[src/hw/rtl/dct_ram.sv]
// ----------------------------------------------------------------------------
// dct_ram
// single-port synchronous ram, registered read
// ----------------------------------------------------------------------------
`default_nettype none
module dct_ram #(
  parameter int unsigned Width = 8,
  parameter int unsigned Depth = 16
) (
  input  wire logic                     clk_i,
  input  wire logic                     we_i,
  input  wire logic [$clog2(Depth)-1:0] addr_i,
  input  wire logic [Width-1:0]         wdata_i,
  output logic      [Width-1:0]         rdata_o
);
  logic [Width-1:0] mem_q [Depth];

  always_ff @(posedge clk_i) begin
    if (we_i) begin
      mem_q[addr_i] <= wdata_i;
    end
    rdata_o <= mem_q[addr_i];
  end
endmodule
`default_nettype wire

[config.mk]
export PLATFORM = sky130hd
export DESIGN_NAME = dct_ram
export DESIGN_NICKNAME = d
export VERILOG_FILES = /design/src/hw/rtl/dct_ram.sv
export SDC_FILE = /design/constraint.sdc
export NUM_CORES = 1
export LEC_CHECK = 0
export BUFFER_PORTS_ARGS = -buffer_cell sky130_fd_sc_hd__buf_2
export CAP_MARGIN = 0
export CORE_UTILIZATION = 60
export CTS_BUF_LIST = sky130_fd_sc_hd__clkbuf_4
export DETAILED_ROUTE_END_ITERATION = 6
export PLACE_DENSITY = 0.79
export RECOVER_POWER = 25
export SLEW_MARGIN = 20
export SYNTH_ARGS = -nofsm -noshare
export SYNTH_HDL_FRONTEND = slang
export SYNTH_SLANG_ARGS = --single-unit
[constraint.sdc]
create_clock -name clk_i -period 3.1 [get_ports clk_i]
set_clock_uncertainty 0.15 [all_clocks]
set_input_delay 0.465 -clock clk_i [delete_from_list [all_inputs] [get_ports clk_i]]
set_output_delay 0.465 -clock clk_i [all_outputs]
set_load 0.01 [all_outputs]
==> impl_table.tex <==
\begin{tabular}{lr}
\hline
Metric & Value \\
\hline
\multicolumn{2}{l}{\textbf{Worst setup path}} \\
Required time of the critical path & 3.34 ns \\
Data arrival, critical path & 2.16 ns \\
Worst reg2reg endpoint & rdata\_o[7] \\
Critical path type & input port to flip-flop \\
R2R depth & 3 \\
Element type at the critical path start & input port \\
Endpoint class of the critical path & flip-flop \\
Worst setup slack for register-to-register paths & 1.58 ns \\
Worst r2r src & mem\_q[3][7] \\
Maximum fanout along the worst path & 23 \\
\multicolumn{2}{l}{\textbf{Clock network}} \\
H-Tree Depth & 4 \\
Clk slew on worst S/H paths & 0.11 ns \\
Total of cells resized after clock tree synthesis & 0 \\
CTS tree & built \\
Clk Tree Root Cell & sky130\_fd\_sc\_hd\_\_clkbuf\_4 \\
Cts bufs inserted & 17 \\
Worst skew pair latency & 0.52 ns \\
Clock sink count & 136 \\
Buffer depth of the longest clock path & 2 \\
Quantity of hold-fixing buffers added after cts & 0 \\
Post CTS Setup Buffer Count & 0 \\
\multicolumn{2}{l}{\textbf{Synth}} \\
Number of synthesized register bits & 136 \\
Synth Warn \# & 0 \\
Sequential share of the synthesized area & 79.0\% \\
Distinct cells, synth & 18 \\
Netlist area before placement & 5070 um2 \\
Post-synthesis area per instance & 22.0 um2 \\
Post-Syn Instances & 230 \\
Synthesized net count & 244 \\
\multicolumn{2}{l}{\textbf{Cells and area}} \\
Layout filler cell count & 496 \\
Most frequent cells in the layout & sky130\_fd\_sc\_hd\_\_edfxtp\_1 (128), sky130\_fd\_sc\_hd\_\_mux4\_2 (32), sky130\_fd\_sc\_hd\_\_clkbuf\_4 (18) \\
Layout Cells excl Fill & 395 \\
Layout Area Growth over Synthesis & 12.0\% \\
Fraction of layout instances using a drive strength above 1 & 33.1\% \\
Diodes inserted & 0 \\
Final net count & 291 \\
Area of all placed cells without fillers & 5680 um2 \\
Most common cell after layout, fill and taps aside & sky130\_fd\_sc\_hd\_\_edfxtp\_1 \\
\multicolumn{2}{l}{\textbf{Place}} \\
Post-Place Cells & 363 \\
Placer Congestion & 0.749 \\
Half-perimeter wire length of the detailed placement result & 5670 um \\
Count of input and output buffers & 21 \\
Worst setup slack after placement & 0.604 ns \\
Placed Instance Area & 5390 um2 \\
\multicolumn{2}{l}{\textbf{STA}} \\
Final Hold Fails & 0 \\
Slew Viols, Final & 0 \\
Worst hold slack & 0.196 ns \\
Setup slack after layout & 1.18 ns \\
Slew at the pin closest to its max-slew limit & 1.07 ns \\
Time the final worst path needs with I/O delays and setup & 1.92 ns \\
Final-layout setup total negative slack & 0 ns \\
Slew margin rel. & 28.2\% \\
Achievable Freq & 522 MHz \\
Final period util & 61.9\% \\
Setup repair after global routing missed its margin & false \\
Number of endpoints failing setup at the final stage & 0 \\
\multicolumn{2}{l}{\textbf{Power}} \\
Proportion of total power due to net switching & 21.2\% \\
P\_int & 0.00269 W \\
Part of the total power dissipated in sequential elements & 60.4\% \\
Combinational cell fraction of total power & 5.6\% \\
Net switching power & 0.000724 W \\
Leak & 1.85 nW \\
Clock network power share & 34.0\% \\
Max rail drop VDD & 0.303 mV \\
Ratio of total power to cell area & 602 nW/um2 \\
\multicolumn{2}{l}{\textbf{Global route}} \\
Congestion Overflow GR & 0 \\
Pin count of the biggest net entering global routing & 39 \\
Initial antenna violation count & 0 \\
Overall track demand over capacity in global routing & 23.6\% \\
Wire length of the first global-routing pass & 14000 um \\
Via count of the first global-routing pass & 2449 \\
\multicolumn{2}{l}{\textbf{Die}} \\
Core area & 8180 um2 \\
Count of standard-cell rows & 33 \\
Overall die height & 93.9 um \\
Die area & 8820 um2 \\
Initial core utilization & 62.0\% \\
Top Ports & 22 \\
Die width & 93.9 um \\
\multicolumn{2}{l}{\textbf{Drt}} \\
Detail-routed via count per cell & 6.17 \\
Residual antenna-violating net count after detailed routing & 0 \\
Vias post-DR & 2437 \\
First-pass iteration count of the detailed router & 4 \\
Remaining DRCs & 0 \\
Total wire length after detailed routing & 8940 um \\
Average routed wire per standard cell & 22.6 um \\
Iter 0 DRT Violations & 287 \\
\multicolumn{2}{l}{\textbf{Hold path}} \\
End of the worst hold path & mem\_q[11][1] \\
Tightest Hold Check Type & input port to flip-flop \\
Worst Hold Depth & 1 \\
Start point of the worst min-delay path & wdata\_i[1] \\
\multicolumn{2}{l}{\textbf{Run}} \\
Max-cap violation count & 0 \\
\multicolumn{2}{l}{\textbf{Outcome}} \\
Run status & finished clean \\
\hline
\end{tabular}
-- state kept, by name (all words and copies together) (netlist names) --
| signal | cells |
|---|---|
| mem_q | 128 |
| rdata_o | 8 |
-- logic make-up after synthesis --
| group | Yosys count | share of synthesized area (%) |
|---|---|---|
| AO/OA/AOI/OAI | 16 | 2.37 |
| buffers and inverters | 11 | 1.19 |
| flip-flops | 136 | 79.0 |
| multiplexers | 32 | 14.2 |
| AND/OR/NAND/NOR | 35 | 3.21 |
-- cell usage after synthesis --
library cell	count	area, um2
sky130_fd_sc_hd__a22oi_1	16	120
sky130_fd_sc_hd__and2_1	1	6.26
sky130_fd_sc_hd__buf_1	4	15.0
sky130_fd_sc_hd__buf_2	2	10.0
sky130_fd_sc_hd__buf_6	2	22.5
sky130_fd_sc_hd__clkbuf_1	2	7.51
sky130_fd_sc_hd__clkbuf_2	1	5.00
sky130_fd_sc_hd__dfxtp_1	8	160
sky130_fd_sc_hd__edfxtp_1	128	3840
sky130_fd_sc_hd__mux4_2	32	721
sky130_fd_sc_hd__nand2_1	9	33.8
sky130_fd_sc_hd__nand2b_1	2	12.5
sky130_fd_sc_hd__nand3_1	1	5.00
sky130_fd_sc_hd__nand3b_1	2	15.0
sky130_fd_sc_hd__nor2_1	13	48.8
sky130_fd_sc_hd__nor2b_1	2	12.5
sky130_fd_sc_hd__nor3_1	4	20.0
sky130_fd_sc_hd__or3b_2	1	8.76
-- how the worst max path moves through the flow --
stage / to / depth (start not counted) / slack (ns) / from
after floorplan: mem_q[0][0] / 2 / 0.99 / addr_i[2]
after global routing: rdata_o[6] / 5 / 1.05 / addr_i[0]
after CTS: rdata_o[6] / 5 / 1.17 / addr_i[0]
final: rdata_o[6] / 5 / 1.18 / addr_i[0]
after global placement: rdata_o[1] / 5 / 0.68 / addr_i[0]
after detailed placement: rdata_o[6] / 5 / 0.60 / addr_i[0]
-- cell type report --
cell class	count	area (um2)	share of cell area, %
tap	105	131	2.31
timing repair buffer	39	246	4.34
clock buffer	18	135	2.38
sequential	136	4000	70.5
clock inverter	14	156	2.76
multi-input combinational	83	1000	17.7
-- power by group through the flow --
stage	clock network [W]	registers [W]	logic (W)
floorplan	0	0.00211	0.000106
global placement	0	0.00210	0.000187
detailed placement	0	0.00211	0.000191
CTS	0.00118	0.00206	0.000192
global route	0.00126	0.00207	0.000206
finish	0.00116	0.00206	0.000190
-- routing by layer --
metal,vias to the layer above,wire length [um],track usage [%]
met4,0,212,10.9
met1,1288,3900,32.5
met5,-,0,0
met3,18,400,5.34
met2,74,4430,36.4
li1,1057,-,-
-- stage by stage --
stage | total power [W] | utilization (%)
floorplan | 0.00221 | -
global placement | 0.00229 | 65.9
detailed placement | 0.00230 | 65.9
CTS | 0.00344 | 69.5
global route | 0.00354 | 69.4
finish | 0.00342 | 69.4
-- worst max-delay path, cell delays in order --
cell	delay, ns
sky130_fd_sc_hd__buf_2	0.57
sky130_fd_sc_hd__buf_12	0.24
sky130_fd_sc_hd__mux4_2	0.51
sky130_fd_sc_hd__a22oi_1	0.28
sky130_fd_sc_hd__nand2_1	0.08
No activity file was read; power rests on OpenSTA's default activity.
